**config.mk**
```make
export PLATFORM = sky130hd
export DESIGN_NAME = three_axis_step_generator_top_flat
export DESIGN_NICKNAME = d
export VERILOG_FILES = /design/src/design/tsg_pkg.sv /design/src/design/tsg_if.sv /design/src/design/tsg_div.sv /design/src/design/three_axis_step_generator_top.sv /design/src/flat_wrapper.sv
export SDC_FILE = /design/constraint.sdc
export NUM_CORES = 2
export LEC_CHECK = 0
export BUFFER_PORTS_ARGS = -buffer_cell sky130_fd_sc_hd__clkbuf_2
export CAP_MARGIN = 0
export CORE_MARGIN = 2
export CORE_UTILIZATION = 52
export CTS_CLUSTER_DIAMETER = 60
export CTS_CLUSTER_SIZE = 40
export DETAILED_ROUTE_END_ITERATION = 8
export PLACE_DENSITY = 0.69
export SKIP_CTS_REPAIR_TIMING = 1
export SLEW_MARGIN = 20
export SYNTH_ARGS = -nofsm -noshare
export SYNTH_HDL_FRONTEND = slang
export SYNTH_SLANG_ARGS = --single-unit
```
**constraint.sdc**
```tcl
create_clock -name clk -period 16.7 [get_ports clk]
set_input_delay 1.67 -clock clk [delete_from_list [all_inputs] [get_ports clk]]
set_output_delay 1.67 -clock clk [all_outputs]
set_load 0.02 [all_outputs]
```
**src/design/tsg_pkg.sv**
```systemverilog
// Package for the three-axis step generator: sequencer states, operation
// and block-kind codes, field widths and arithmetic constants.
// No dependencies.
`default_nettype none
package tsg_pkg;

  localparam int AXES_DEF   = 3;
  localparam int TGT_W      = 16;
  localparam int POS_W      = 32;
  localparam int TPM_W      = 8;
  localparam int MS_W       = 16;
  localparam int MS_PER_S   = 1000;
  localparam int MS_PER_S_W = 10;
  localparam int DIV_W      = POS_W + MS_PER_S_W;
  localparam int DVS_W      = TGT_W - 1;

  localparam logic [TPM_W-1:0] TPM_RESET = 8'd25;
  localparam logic [MS_W-1:0]  DUR_MAX   = 16'd32767;

  typedef enum logic [1:0] {
    OP_TICK  = 2'd0,
    OP_ABORT = 2'd1,
    OP_ZERO  = 2'd2,
    OP_NOP   = 2'd3
  } opcode_t;

  typedef enum logic [1:0] {
    KIND_REL  = 2'd0,
    KIND_ABS  = 2'd1,
    KIND_AT   = 2'd2,
    KIND_NONE = 2'd3
  } kind_t;

  typedef enum logic [3:0] {
    S_IDLE,
    S_DELTA,
    S_MUL,
    S_DSTART,
    S_DIV,
    S_PER,
    S_ERR,
    S_TICK,
    S_STEP,
    S_END,
    S_OUT
  } state_t;

endpackage
`default_nettype wire

```
**src/design/tsg_if.sv**
```systemverilog
// Valid/ready channel interfaces for tick items and step results.
// Depends on nothing but the field widths written out below.
`default_nettype none
interface tsg_in_if;
  logic               valid;
  logic               ready;
  logic [1:0]         opcode;
  logic               block_offered;
  logic [1:0]         block_kind;
  logic signed [15:0] target_x;
  logic signed [15:0] target_y;
  logic signed [15:0] target_z;
  logic signed [15:0] time_or_speed;
  logic               more_pending;

  modport source (output valid, opcode, block_offered, block_kind, target_x, target_y,
                  target_z, time_or_speed, more_pending, input ready);
  modport sink   (input valid, opcode, block_offered, block_kind, target_x, target_y,
                  target_z, time_or_speed, more_pending, output ready);
endinterface

interface tsg_out_if;
  logic               valid;
  logic               ready;
  logic               block_taken;
  logic               step_x;
  logic               step_y;
  logic               step_z;
  logic               dir_x;
  logic               dir_y;
  logic               dir_z;
  logic               busy_res;
  logic signed [31:0] pos_x;
  logic signed [31:0] pos_y;
  logic signed [31:0] pos_z;

  modport source (output valid, block_taken, step_x, step_y, step_z, dir_x, dir_y, dir_z,
                  busy_res, pos_x, pos_y, pos_z, input ready);
  modport sink   (input valid, block_taken, step_x, step_y, step_z, dir_x, dir_y, dir_z,
                  busy_res, pos_x, pos_y, pos_z, output ready);
endinterface
`default_nettype wire

```
**src/design/tsg_div.sv**
```systemverilog
// Restoring radix-2 divider, one quotient bit per cycle.
// Standalone; widths come from its parameters.
`default_nettype none
module tsg_div #(
  parameter int DW = 42,
  parameter int VW = 15
) (
  input  wire logic          clk,
  input  wire logic          rst_n,
  input  wire logic          start,
  input  wire logic [DW-1:0] dividend,
  input  wire logic [VW-1:0] divisor,
  output logic               done,
  output logic [DW-1:0]      quotient
);
  localparam int CW = $clog2(DW + 1);

  logic [VW-1:0] rem_r, rem_nxt;
  logic [DW-1:0] q_r, q_nxt;
  logic [CW-1:0] cnt_r, cnt_nxt;
  logic          run_r, run_nxt;
  logic          done_r, done_nxt;
  logic [VW:0]   trial;
  logic [VW:0]   diff;

  always_comb begin
    trial    = {rem_r, q_r[DW-1]};
    diff     = trial - {1'b0, divisor};
    rem_nxt  = rem_r;
    q_nxt    = q_r;
    cnt_nxt  = cnt_r;
    run_nxt  = run_r;
    done_nxt = 1'b0;
    if (start) begin
      rem_nxt = '0;
      q_nxt   = dividend;
      cnt_nxt = '0;
      run_nxt = 1'b1;
    end else if (run_r) begin
      if (trial >= {1'b0, divisor}) begin
        rem_nxt = diff[VW-1:0];
        q_nxt   = {q_r[DW-2:0], 1'b1};
      end else begin
        rem_nxt = trial[VW-1:0];
        q_nxt   = {q_r[DW-2:0], 1'b0};
      end
      cnt_nxt = cnt_r + 1'b1;
      if (cnt_r == CW'(DW - 1)) begin
        run_nxt  = 1'b0;
        done_nxt = 1'b1;
      end
    end
  end

  always_ff @(posedge clk) begin
    if (!rst_n) begin
      run_r  <= 1'b0;
      done_r <= 1'b0;
      cnt_r  <= '0;
    end else begin
      run_r  <= run_nxt;
      done_r <= done_nxt;
      cnt_r  <= cnt_nxt;
    end
    rem_r <= rem_nxt;
    q_r   <= q_nxt;
  end

  assign done     = done_r;
  assign quotient = q_r;
endmodule
`default_nettype wire

```
**src/design/three_axis_step_generator_top.sv**
```systemverilog
// Three-axis Bresenham step generator, built around a small sequencer.
// A running tick passes S_TICK, S_STEP for each axis, S_END and S_OUT; idle or control items
// go straight to S_OUT. Starting a block adds S_DELTA per axis, S_PER and S_ERR per axis, and
// an absolute move also S_MUL, S_DSTART and the S_DIV wait for the divider (42 quotient bits).
// One item at a time. Reset (rst_n, synchronous, active low) clears positions, errors, deltas,
// the period, counters and active flag, and sets ticks_per_ms to 25.
`default_nettype none
module three_axis_step_generator_top #(
  parameter int AXES = tsg_pkg::AXES_DEF
) (
  input  wire logic       clk,
  input  wire logic       rst_n,
  input  wire logic       cfg_we,
  input  wire logic [7:0] cfg_wdata,
  tsg_in_if.sink          in_ch,
  tsg_out_if.source       out_ch
);
  import tsg_pkg::*;

  localparam int AW = (AXES > 1) ? $clog2(AXES) : 1;
  localparam logic [AW-1:0] LAST_AXIS = AW'(AXES - 1);

  // Sequencer and latched item.
  state_t               state_r, state_nxt;
  logic [AW-1:0]        axis_r, axis_nxt;
  logic [1:0]           kind_r, kind_nxt;
  logic [TGT_W-1:0]     tgt_r [3];
  logic [TGT_W-1:0]     tgt_nxt [3];
  logic [TGT_W-1:0]     ts_r, ts_nxt;
  logic                 more_r, more_nxt;
  logic [TPM_W-1:0]     tpm_r;

  // Motion state.
  logic [POS_W-1:0]     pos_r [AXES];
  logic [POS_W-1:0]     pos_nxt [AXES];
  logic [POS_W-1:0]     err_r [AXES];
  logic [POS_W-1:0]     err_nxt [AXES];
  logic [POS_W-1:0]     dlt_r [AXES];
  logic [POS_W-1:0]     dlt_nxt [AXES];
  logic [AXES-1:0]      neg_r, neg_nxt;
  logic [AXES-1:0]      step_r, step_nxt;
  logic [POS_W-1:0]     period_r, period_nxt;
  logic [POS_W-1:0]     half_r, half_nxt;
  logic [POS_W-1:0]     nmax_r, nmax_nxt;
  logic [DIV_W-1:0]     prod_r, prod_nxt;
  logic [TPM_W-1:0]     tick_r, tick_nxt;
  logic [MS_W-1:0]      ms_r, ms_nxt;
  logic [MS_W-1:0]      dur_r, dur_nxt;
  logic                 active_r, active_nxt;
  logic [1:0]           akind_r, akind_nxt;
  logic                 taken_r, taken_nxt;

  // Shared datapath terms.
  logic [TGT_W-1:0]     tgt_sel;
  logic [POS_W-1:0]     dsub;
  logic [POS_W-1:0]     dmag;
  logic [POS_W-1:0]     per;
  logic                 err_pos;
  logic                 div_start;
  logic                 div_done;
  logic [DIV_W-1:0]     div_q;
  logic                 ts_pos;
  logic [TPM_W-1:0]     tick_inc;

  tsg_div #(.DW(DIV_W), .VW(DVS_W)) u_div (
    .clk      (clk),
    .rst_n    (rst_n),
    .start    (div_start),
    .dividend (prod_r),
    .divisor  (ts_r[DVS_W-1:0]),
    .done     (div_done),
    .quotient (div_q)
  );

  assign ts_pos = !in_ch.time_or_speed[TGT_W-1] && (in_ch.time_or_speed != '0);

  always_comb begin
    tgt_sel = '0;
    if (axis_r == AW'(0))      tgt_sel = tgt_r[0];
    else if (axis_r == AW'(1)) tgt_sel = tgt_r[1];
    else if (axis_r == AW'(2)) tgt_sel = tgt_r[2];
  end

  // One axis per cycle goes through the shared subtract/negate and the step adder.
  assign dsub = {{(POS_W-TGT_W){tgt_sel[TGT_W-1]}}, tgt_sel}
              - ((kind_r == KIND_ABS) ? pos_r[axis_r] : '0);
  assign dmag = dsub[POS_W-1] ? (~dsub + 1'b1) : dsub;
  assign per  = POS_W'($signed({{(POS_W-TPM_W){1'b0}}, tpm_r})
                     * $signed({{(POS_W-MS_W){dur_r[MS_W-1]}}, dur_r}));
  assign err_pos = (err_r[axis_r] != '0) && !err_r[axis_r][POS_W-1];
  assign tick_inc = tick_r + 1'b1;

  always_comb begin
    state_nxt  = state_r;
    axis_nxt   = axis_r;
    kind_nxt   = kind_r;
    tgt_nxt    = tgt_r;
    ts_nxt     = ts_r;
    more_nxt   = more_r;
    pos_nxt    = pos_r;
    err_nxt    = err_r;
    dlt_nxt    = dlt_r;
    neg_nxt    = neg_r;
    step_nxt   = step_r;
    period_nxt = period_r;
    half_nxt   = half_r;
    nmax_nxt   = nmax_r;
    prod_nxt   = prod_r;
    tick_nxt   = tick_r;
    ms_nxt     = ms_r;
    dur_nxt    = dur_r;
    active_nxt = active_r;
    akind_nxt  = akind_r;
    taken_nxt  = taken_r;
    div_start  = 1'b0;
    in_ch.ready = (state_r == S_IDLE);

    case (state_r)
      S_IDLE: begin
        if (in_ch.valid) begin
          kind_nxt   = in_ch.block_kind;
          tgt_nxt[0] = in_ch.target_x;
          tgt_nxt[1] = in_ch.target_y;
          tgt_nxt[2] = in_ch.target_z;
          ts_nxt     = in_ch.time_or_speed;
          more_nxt   = in_ch.more_pending;
          taken_nxt  = 1'b0;
          step_nxt   = '0;
          axis_nxt   = '0;
          state_nxt  = S_OUT;
          case (in_ch.opcode)
            OP_ABORT: begin
              active_nxt = 1'b0;
              tick_nxt   = '0;
              ms_nxt     = '0;
            end
            OP_ZERO: begin
              for (int i = 0; i < AXES; i++) begin
                pos_nxt[i] = '0;
                err_nxt[i] = '0;
              end
            end
            OP_TICK: begin
              if (active_r) begin
                state_nxt = S_TICK;
              end else if (in_ch.block_offered) begin
                taken_nxt = 1'b1;
                // Kind three, and relative or absolute moves without a positive
                // time or speed, are consumed but never started.
                if (!(in_ch.block_kind == KIND_NONE ||
                      ((in_ch.block_kind == KIND_REL || in_ch.block_kind == KIND_ABS)
                       && !ts_pos))) begin
                  nmax_nxt  = '0;
                  tick_nxt  = '0;
                  ms_nxt    = '0;
                  state_nxt = S_DELTA;
                end
              end
            end
            default: ;
          endcase
        end
      end
      S_DELTA: begin
        dlt_nxt[axis_r] = dmag;
        neg_nxt[axis_r] = dsub[POS_W-1];
        if (dmag > nmax_r) nmax_nxt = dmag;
        axis_nxt = axis_r + 1'b1;
        if (axis_r == LAST_AXIS) begin
          axis_nxt = '0;
          if (kind_r == KIND_ABS) begin
            state_nxt = S_MUL;
          end else begin
            dur_nxt   = ts_r;
            state_nxt = S_PER;
          end
        end
      end
      S_MUL: begin
        prod_nxt  = DIV_W'(nmax_r) * DIV_W'(MS_PER_S);
        state_nxt = S_DSTART;
      end
      S_DSTART: begin
        div_start = 1'b1;
        state_nxt = S_DIV;
      end
      S_DIV: begin
        if (div_done) begin
          dur_nxt   = (div_q > DIV_W'(DUR_MAX)) ? DUR_MAX : div_q[MS_W-1:0];
          state_nxt = S_PER;
        end
      end
      S_PER: begin
        period_nxt = per;
        half_nxt   = POS_W'($signed(per + POS_W'(per[POS_W-1])) >>> 1);
        state_nxt  = S_ERR;
      end
      S_ERR: begin
        err_nxt[axis_r] = dlt_r[axis_r] - half_r;
        axis_nxt = axis_r + 1'b1;
        if (axis_r == LAST_AXIS) begin
          axis_nxt   = '0;
          akind_nxt  = kind_r;
          active_nxt = 1'b1;
          state_nxt  = S_TICK;
        end
      end
      S_TICK: begin
        if (tick_inc == tpm_r) begin
          tick_nxt = '0;
          ms_nxt   = ms_r + 1'b1;
        end else begin
          tick_nxt = tick_inc;
        end
        axis_nxt  = '0;
        state_nxt = S_STEP;
      end
      S_STEP: begin
        step_nxt[axis_r] = err_pos;
        if (err_pos) begin
          pos_nxt[axis_r] = neg_r[axis_r] ? pos_r[axis_r] - 1'b1 : pos_r[axis_r] + 1'b1;
          err_nxt[axis_r] = err_r[axis_r] - period_r + dlt_r[axis_r];
        end else begin
          err_nxt[axis_r] = err_r[axis_r] + dlt_r[axis_r];
        end
        axis_nxt = axis_r + 1'b1;
        if (axis_r == LAST_AXIS) begin
          axis_nxt  = '0;
          state_nxt = S_END;
        end
      end
      S_END: begin
        if (akind_r == KIND_AT) begin
          if (more_r) active_nxt = 1'b0;
        end else if (ms_r >= dur_r) begin
          active_nxt = 1'b0;
        end
        state_nxt = S_OUT;
      end
      S_OUT: begin
        if (out_ch.ready) state_nxt = S_IDLE;
      end
      default: state_nxt = S_IDLE;
    endcase
  end

  always_ff @(posedge clk) begin
    if (!rst_n) begin
      state_r  <= S_IDLE;
      axis_r   <= '0;
      tpm_r    <= TPM_RESET;
      for (int i = 0; i < AXES; i++) begin
        pos_r[i] <= '0;
        err_r[i] <= '0;
        dlt_r[i] <= '0;
      end
      neg_r    <= '0;
      step_r   <= '0;
      period_r <= '0;
      tick_r   <= '0;
      ms_r     <= '0;
      dur_r    <= '0;
      active_r <= 1'b0;
      akind_r  <= '0;
      taken_r  <= 1'b0;
    end else begin
      state_r  <= state_nxt;
      axis_r   <= axis_nxt;
      if (cfg_we) tpm_r <= cfg_wdata;
      pos_r    <= pos_nxt;
      err_r    <= err_nxt;
      dlt_r    <= dlt_nxt;
      neg_r    <= neg_nxt;
      step_r   <= step_nxt;
      period_r <= period_nxt;
      tick_r   <= tick_nxt;
      ms_r     <= ms_nxt;
      dur_r    <= dur_nxt;
      active_r <= active_nxt;
      akind_r  <= akind_nxt;
      taken_r  <= taken_nxt;
    end
    kind_r <= kind_nxt;
    tgt_r  <= tgt_nxt;
    ts_r   <= ts_nxt;
    more_r <= more_nxt;
    half_r <= half_nxt;
    nmax_r <= nmax_nxt;
    prod_r <= prod_nxt;
  end

  // Only the first three axes have result fields; missing ones read as zero.
  logic [2:0]       step3;
  logic [2:0]       dir3;
  logic [POS_W-1:0] pos3 [3];

  for (genvar k = 0; k < 3; k++) begin : g_out
    if (k < AXES) begin : g_have
      assign step3[k] = step_r[k];
      assign dir3[k]  = neg_r[k];
      assign pos3[k]  = pos_r[k];
    end else begin : g_none
      assign step3[k] = 1'b0;
      assign dir3[k]  = 1'b0;
      assign pos3[k]  = '0;
    end
  end

  // The result is held in registers while the sequencer waits for the transfer.
  assign out_ch.valid       = (state_r == S_OUT);
  assign out_ch.block_taken = taken_r;
  assign out_ch.step_x      = step3[0];
  assign out_ch.step_y      = step3[1];
  assign out_ch.step_z      = step3[2];
  assign out_ch.dir_x       = dir3[0];
  assign out_ch.dir_y       = dir3[1];
  assign out_ch.dir_z       = dir3[2];
  assign out_ch.busy_res    = active_r;
  assign out_ch.pos_x       = pos3[0];
  assign out_ch.pos_y       = pos3[1];
  assign out_ch.pos_z       = pos3[2];

  // A new item is never taken while a result waits.
  a_no_overlap: assert property (@(posedge clk) disable iff (!rst_n)
    out_ch.valid |-> !in_ch.ready)
    else $error("input ready while a result is pending");

  // A stalled result keeps the sequencer parked and pos_x unchanged.
  a_hold: assert property (@(posedge clk) disable iff (!rst_n)
    (out_ch.valid && !out_ch.ready) |=> (out_ch.valid && $stable(out_ch.pos_x)))
    else $error("result changed under stall");

  // The divider only finishes while the sequencer waits for it.
  a_div: assert property (@(posedge clk) disable iff (!rst_n)
    div_done |-> (state_r == S_DIV))
    else $error("divider finished outside its wait state");

  // A block that was dropped gives no step pulses.
  a_drop: assert property (@(posedge clk) disable iff (!rst_n)
    (out_ch.valid && out_ch.block_taken && !out_ch.busy_res && $past(state_r) == S_IDLE)
    |-> (step_r == '0))
    else $error("step pulse on a dropped block");

endmodule
`default_nettype wire

```
**src/flat_wrapper.sv**
```systemverilog
// flat-port wrapper written by rule: the top's interface ports become plain ports
module three_axis_step_generator_top_flat import tsg_pkg::*;
#(
  parameter int AXES = tsg_pkg::AXES_DEF
)
  (clk, rst_n, cfg_we, cfg_wdata, in_ch_valid, in_ch_opcode, in_ch_block_offered, in_ch_block_kind, in_ch_target_x, in_ch_target_y, in_ch_target_z, in_ch_time_or_speed, in_ch_more_pending, in_ch_ready, out_ch_valid, out_ch_block_taken, out_ch_step_x, out_ch_step_y, out_ch_step_z, out_ch_dir_x, out_ch_dir_y, out_ch_dir_z, out_ch_busy_res, out_ch_pos_x, out_ch_pos_y, out_ch_pos_z, out_ch_ready);
  tsg_in_if in_ch_i ();
  tsg_out_if out_ch_i ();
  input  wire logic clk;
  input  wire logic rst_n;
  input  wire logic cfg_we;
  input  wire logic [7:0] cfg_wdata;
  input wire logic [$bits(in_ch_i.valid)-1:0] in_ch_valid;
  input wire logic [$bits(in_ch_i.opcode)-1:0] in_ch_opcode;
  input wire logic [$bits(in_ch_i.block_offered)-1:0] in_ch_block_offered;
  input wire logic [$bits(in_ch_i.block_kind)-1:0] in_ch_block_kind;
  input wire logic [$bits(in_ch_i.target_x)-1:0] in_ch_target_x;
  input wire logic [$bits(in_ch_i.target_y)-1:0] in_ch_target_y;
  input wire logic [$bits(in_ch_i.target_z)-1:0] in_ch_target_z;
  input wire logic [$bits(in_ch_i.time_or_speed)-1:0] in_ch_time_or_speed;
  input wire logic [$bits(in_ch_i.more_pending)-1:0] in_ch_more_pending;
  output wire logic [$bits(in_ch_i.ready)-1:0] in_ch_ready;
  output wire logic [$bits(out_ch_i.valid)-1:0] out_ch_valid;
  output wire logic [$bits(out_ch_i.block_taken)-1:0] out_ch_block_taken;
  output wire logic [$bits(out_ch_i.step_x)-1:0] out_ch_step_x;
  output wire logic [$bits(out_ch_i.step_y)-1:0] out_ch_step_y;
  output wire logic [$bits(out_ch_i.step_z)-1:0] out_ch_step_z;
  output wire logic [$bits(out_ch_i.dir_x)-1:0] out_ch_dir_x;
  output wire logic [$bits(out_ch_i.dir_y)-1:0] out_ch_dir_y;
  output wire logic [$bits(out_ch_i.dir_z)-1:0] out_ch_dir_z;
  output wire logic [$bits(out_ch_i.busy_res)-1:0] out_ch_busy_res;
  output wire logic [$bits(out_ch_i.pos_x)-1:0] out_ch_pos_x;
  output wire logic [$bits(out_ch_i.pos_y)-1:0] out_ch_pos_y;
  output wire logic [$bits(out_ch_i.pos_z)-1:0] out_ch_pos_z;
  input wire logic [$bits(out_ch_i.ready)-1:0] out_ch_ready;
  assign in_ch_i.valid = in_ch_valid;
  assign in_ch_i.opcode = in_ch_opcode;
  assign in_ch_i.block_offered = in_ch_block_offered;
  assign in_ch_i.block_kind = in_ch_block_kind;
  assign in_ch_i.target_x = in_ch_target_x;
  assign in_ch_i.target_y = in_ch_target_y;
  assign in_ch_i.target_z = in_ch_target_z;
  assign in_ch_i.time_or_speed = in_ch_time_or_speed;
  assign in_ch_i.more_pending = in_ch_more_pending;
  assign in_ch_ready = in_ch_i.ready;
  assign out_ch_valid = out_ch_i.valid;
  assign out_ch_block_taken = out_ch_i.block_taken;
  assign out_ch_step_x = out_ch_i.step_x;
  assign out_ch_step_y = out_ch_i.step_y;
  assign out_ch_step_z = out_ch_i.step_z;
  assign out_ch_dir_x = out_ch_i.dir_x;
  assign out_ch_dir_y = out_ch_i.dir_y;
  assign out_ch_dir_z = out_ch_i.dir_z;
  assign out_ch_busy_res = out_ch_i.busy_res;
  assign out_ch_pos_x = out_ch_i.pos_x;
  assign out_ch_pos_y = out_ch_i.pos_y;
  assign out_ch_pos_z = out_ch_i.pos_z;
  assign out_ch_i.ready = out_ch_ready;
  three_axis_step_generator_top #(.AXES(AXES)) u_core (.clk(clk), .rst_n(rst_n), .cfg_we(cfg_we), .cfg_wdata(cfg_wdata), .in_ch(in_ch_i), .out_ch(out_ch_i));
endmodule
```
==> summary.txt <==
Status
  – Status: finished clean

Die
  – Row count: ~110
  – Core Area: 88650 um^2
  – Full die area: about 90000 um^2
  – I/O pins: approximately 190
  – Die Wd: 303.7 um
  – Initial Util: 0.5268
  – Die height: roughly 300 um

Logic synthesis
  – Largest family of logic cells by synthesized area: adder cells
  – Multiplexer share of the synthesized area: 0.03134
  – Synthesized instance count: 5338
  – Seq/Total Area, Yosys: 0.3071
  – Cell area after synthesis: 46700 um^2
  – Adder-Cell Fraction of Synth Area: 0.2059
  – Synth Area per Inst: 8.749 um^2
  – XOR/XNOR share of the synthesized area: 0.05074
  – Synth Register Bits: around 600
  – Simple-gate share of the synthesized area: 0.1447
  – Synth top area share: 0.1715
  – Post-synth top flop: dfxtp_1
  – Synth area leader: dfxtp_1
  – Post-synth EDFFs: between 200 and 250
  – Compound-Gate Fraction of Synth Area: 0.1933
  – Synth area leaders: dfxtp_1, edfxtp_1, fa_1
  – Post-synth ARST share: 0
  – Synth cell types: 90
  – Syn Nets: between 6000 and 7000
  – Ys Warns: 0

Clocking
  – Clk sinks: 611
  – CTS tree: done
  – Clock slew at reported path FFs: ~0.090 ns
  – Clk_lat worst skew: 0.69 ns
  – CTS H-tree lvls: 2
  – CTS buffer count: 54
  – Clock buffer depth: 3
  – Clock root buffer master: clkbuf_16

Worst setup path
  – Max incr delay on CP: slightly below 0.8 ns
  – Worst Path Buf+Inv: 2
  – Top Family by Delay on Critical Path: simple AND/OR/NAND/NOR gates
  – Crit Path Class: reg -> reg
  – Worst Setup End Kind: flop
  – Critical path launch point: u_core.axis_r[0]$_SDFFE_PN0P_
  – Critical Path AT: between 8 and 9 ns
  – Critical Path Fanout Max: 91
  – Most common cell on crit path: a21o_1
  – Required time of the critical path: between 15 and 20 ns
  – Worst r2r src: u_core.axis_r[0]$_SDFFE_PN0P_
  – Worst setup SP type: flop
  – Crit-path slowest cell: dfxtp_4

Detailed routing
  – Number of antenna-violating nets in the routed design: 0
  – Vias/cell: a little under 6
  – Initial DRC count: 3439
  – DRT Pass-1 Iters: 5
  – Final WL: 133100 um
  – Vias: 38860
  – Routed len/inst: approximately 20 um
  – DRC: 0

Global routing
  – Largest net degree at the start of global routing: 96
  – Vias in the first global route: 38160
  – All-Layer GR Usage: 0.2843
  – First-pass GRT wire length: 211300 um
  – Initial antenna violation count: 5
  – Total grt overflow: 0

Timing
  – Final Hold Vio Count: 0
  – Minimum clock period: about 8.1 ns
  – Period utilisation layout: 0.4876
  – Slew HR: 0.2532
  – Final setup viols: 0
  – RSZ-0062 raised after global routing: no
  – Least-Margin Pin Slew: 1.113 ns
  – Post-route setup TNS: 0 ns
  – Final setup skew: about 0.058 ns
  – Pins over their slew limit: 0
  – Maximum clock rate: 0.1228 GHz

Hold path
  – Hold Path Class: reg -> reg
  – Min-delay src: u_core.out_ch.block_taken$_SDFFE_PN0P_

Job
  – Max cap viols: 0

Place
  – Port buffer count: 188
  – GPL Wtd Cong: between 0.9 and 1
  – Post-DP HPWL: 101300 um

Layout
  – Final core utilization: 0.5733
  – Total Nets Final: just over 6000
  – Most common cell after layout, fill and taps aside: inv_1
  – FILL cells: 8097
  – Most frequent cells in the layout: inv_1, nand2_1, nor2_1
  – Layout cells sized above 1: 0.08110
  – Syn-to-layout area delta: 8.822%
[registers in the layout (all words and copies together), names as in the netlist, 3 cells and up]
signal                 count
u_core.ms_r               16
u_core.out_ch.pos_z       32
u_core.out_ch.pos_y       32
u_core.ts_r               16
u_core.half_r             31
u_core.dir3                3
u_core.step3               3
u_core.tpm_r               8
u_core.err_r              96
u_core.state_r             4
u_core.out_ch.pos_x       32
u_core.u_div.rem_r        15
u_core.nmax_r             32
u_core.u_div.cnt_r         6
u_core.tick_r              8
u_core.tgt_r              48
u_core.prod_r             39
u_core.dlt_r              96
u_core.dur_r              16
u_core.period_r           25
u_core.u_div.quotient     42
[cell type report]
type	instances	area [um^2]	area share
diodes	5	12.51	0.0002462
clock inverters	42	666.9	0.01312
inverters	586	2206	0.04340
multi-input cells	3897	29350	0.5775
repair buffers	243	1376	0.02708
flip-flops and latches	611	14350	0.2824
well taps	1165	1458	0.02868
clock buffers	59	1401	0.02757
[logic make-up (layout without fill, tap and decap cells)]
kind of cell / after synthesis / after routing
and+or+nand+nor: 1479 / 1479
AOI/OAI and AO/OA: 1388 / 1388
xor gates and xnor gates: 269 / 269
other: 0 / 5
DFF: 611 / 611
adders and majority gates: 615 / 615
muxes: 146 / 146
buffers and inverters: 830 / 930
[per-layer routing]
layer | vias up | GRT usage | part of all wire
li1 | 18640 | - | -
met1 | 18750 | 0.3839 | 0.44
met2 | 1248 | 0.4716 | 0.46
met3 | 225 | 0.03429 | 0.061
met4 | 0 | 0.1008 | 0.036
met5 | - | 0 | 0
[worst register-to-register path, stage by stage, from the launching register on]
cell	delay [ns]
dfxtp_4	0.79
buf_12	0.62
mux2i_1	0.40
nor2_1	0.06
a21oi_1	0.37
nor2_1	0.09
ha_1	0.26
fa_1	0.46
nor2b_1	0.19
o31ai_2	0.12
a31o_1	0.30
or4_1	0.54
a21o_1	0.20
or3_1	0.38
nor4_1	0.44
nand4_1	0.32
mux2i_1	0.23
or2_2	0.33
ha_1	0.30
a21o_1	0.16
a21o_1	0.17
a21oi_1	0.12
o21ai_0	0.13
a211oi_1	0.23
o21ai_0	0.12
a31oi_1	0.20
o2bb2ai_2	0.07
buf_4	0.26
[final timing paths]
| path | slack [ns] | cells past startpoint | to |
|---|---|---|---|
| setup / recovery | 8.56 | 27 | u_core.nmax_r[22]$_SDFFCE_PN0P_ |
| hold / removal | 0.46 | 2 | u_core.out_ch.block_taken$_SDFFE_PN0P_ |
| setup reg to reg | 8.56 | 27 | u_core.nmax_r[22]$_SDFFCE_PN0P_ |
| hold reg to reg | 0.46 | 2 | u_core.out_ch.block_taken$_SDFFE_PN0P_ |
[metrics by stage]
stage	hold slack, ns	area, um^2	std cells	setup WS, ns
final	0.4574	50820	6608	8.557
after CTS	0.4593	50800	6603	8.624
after floorplan	0.4312	46700	5338	7.935
after global placement	0.4416	48720	6501	8.769
after detailed placement	0.4463	48740	6502	8.656
after global routing	0.4839	50820	6608	8.031
[cell usage after synthesis, types with 12 or more instances]
master / number
o21ai_0: 315
or3_1: 15
o221ai_1: 18
a21o_1: 119
o22ai_1: 12
nor4_1: 32
and3_1: 35
nand4_1: 44
o31ai_1: 12
a211o_1: 13
edfxtp_1: 211
inv_1: 584
nand2_1: 561
a211oi_1: 93
o211ai_1: 15
xor2_1: 93
nand2b_1: 40
a31oi_1: 44
xnor2_1: 175
clkbuf_1: 224
and2_1: 118
a22oi_1: 95
o2bb2ai_1: 35
nor2b_1: 24
ha_1: 359
fa_1: 256
o221a_2: 30
buf_1: 14
a221oi_1: 12
nor2_1: 421
nor3_1: 54
or2_2: 18
a21oi_1: 367
o21bai_1: 26
o21a_1: 80
nand3_1: 75
mux2i_1: 144
dfxtp_1: 400
Power is left out: the tool's default activity adds up to more than one toggle a clock period on the data nets, which glitch-free logic cannot reach.
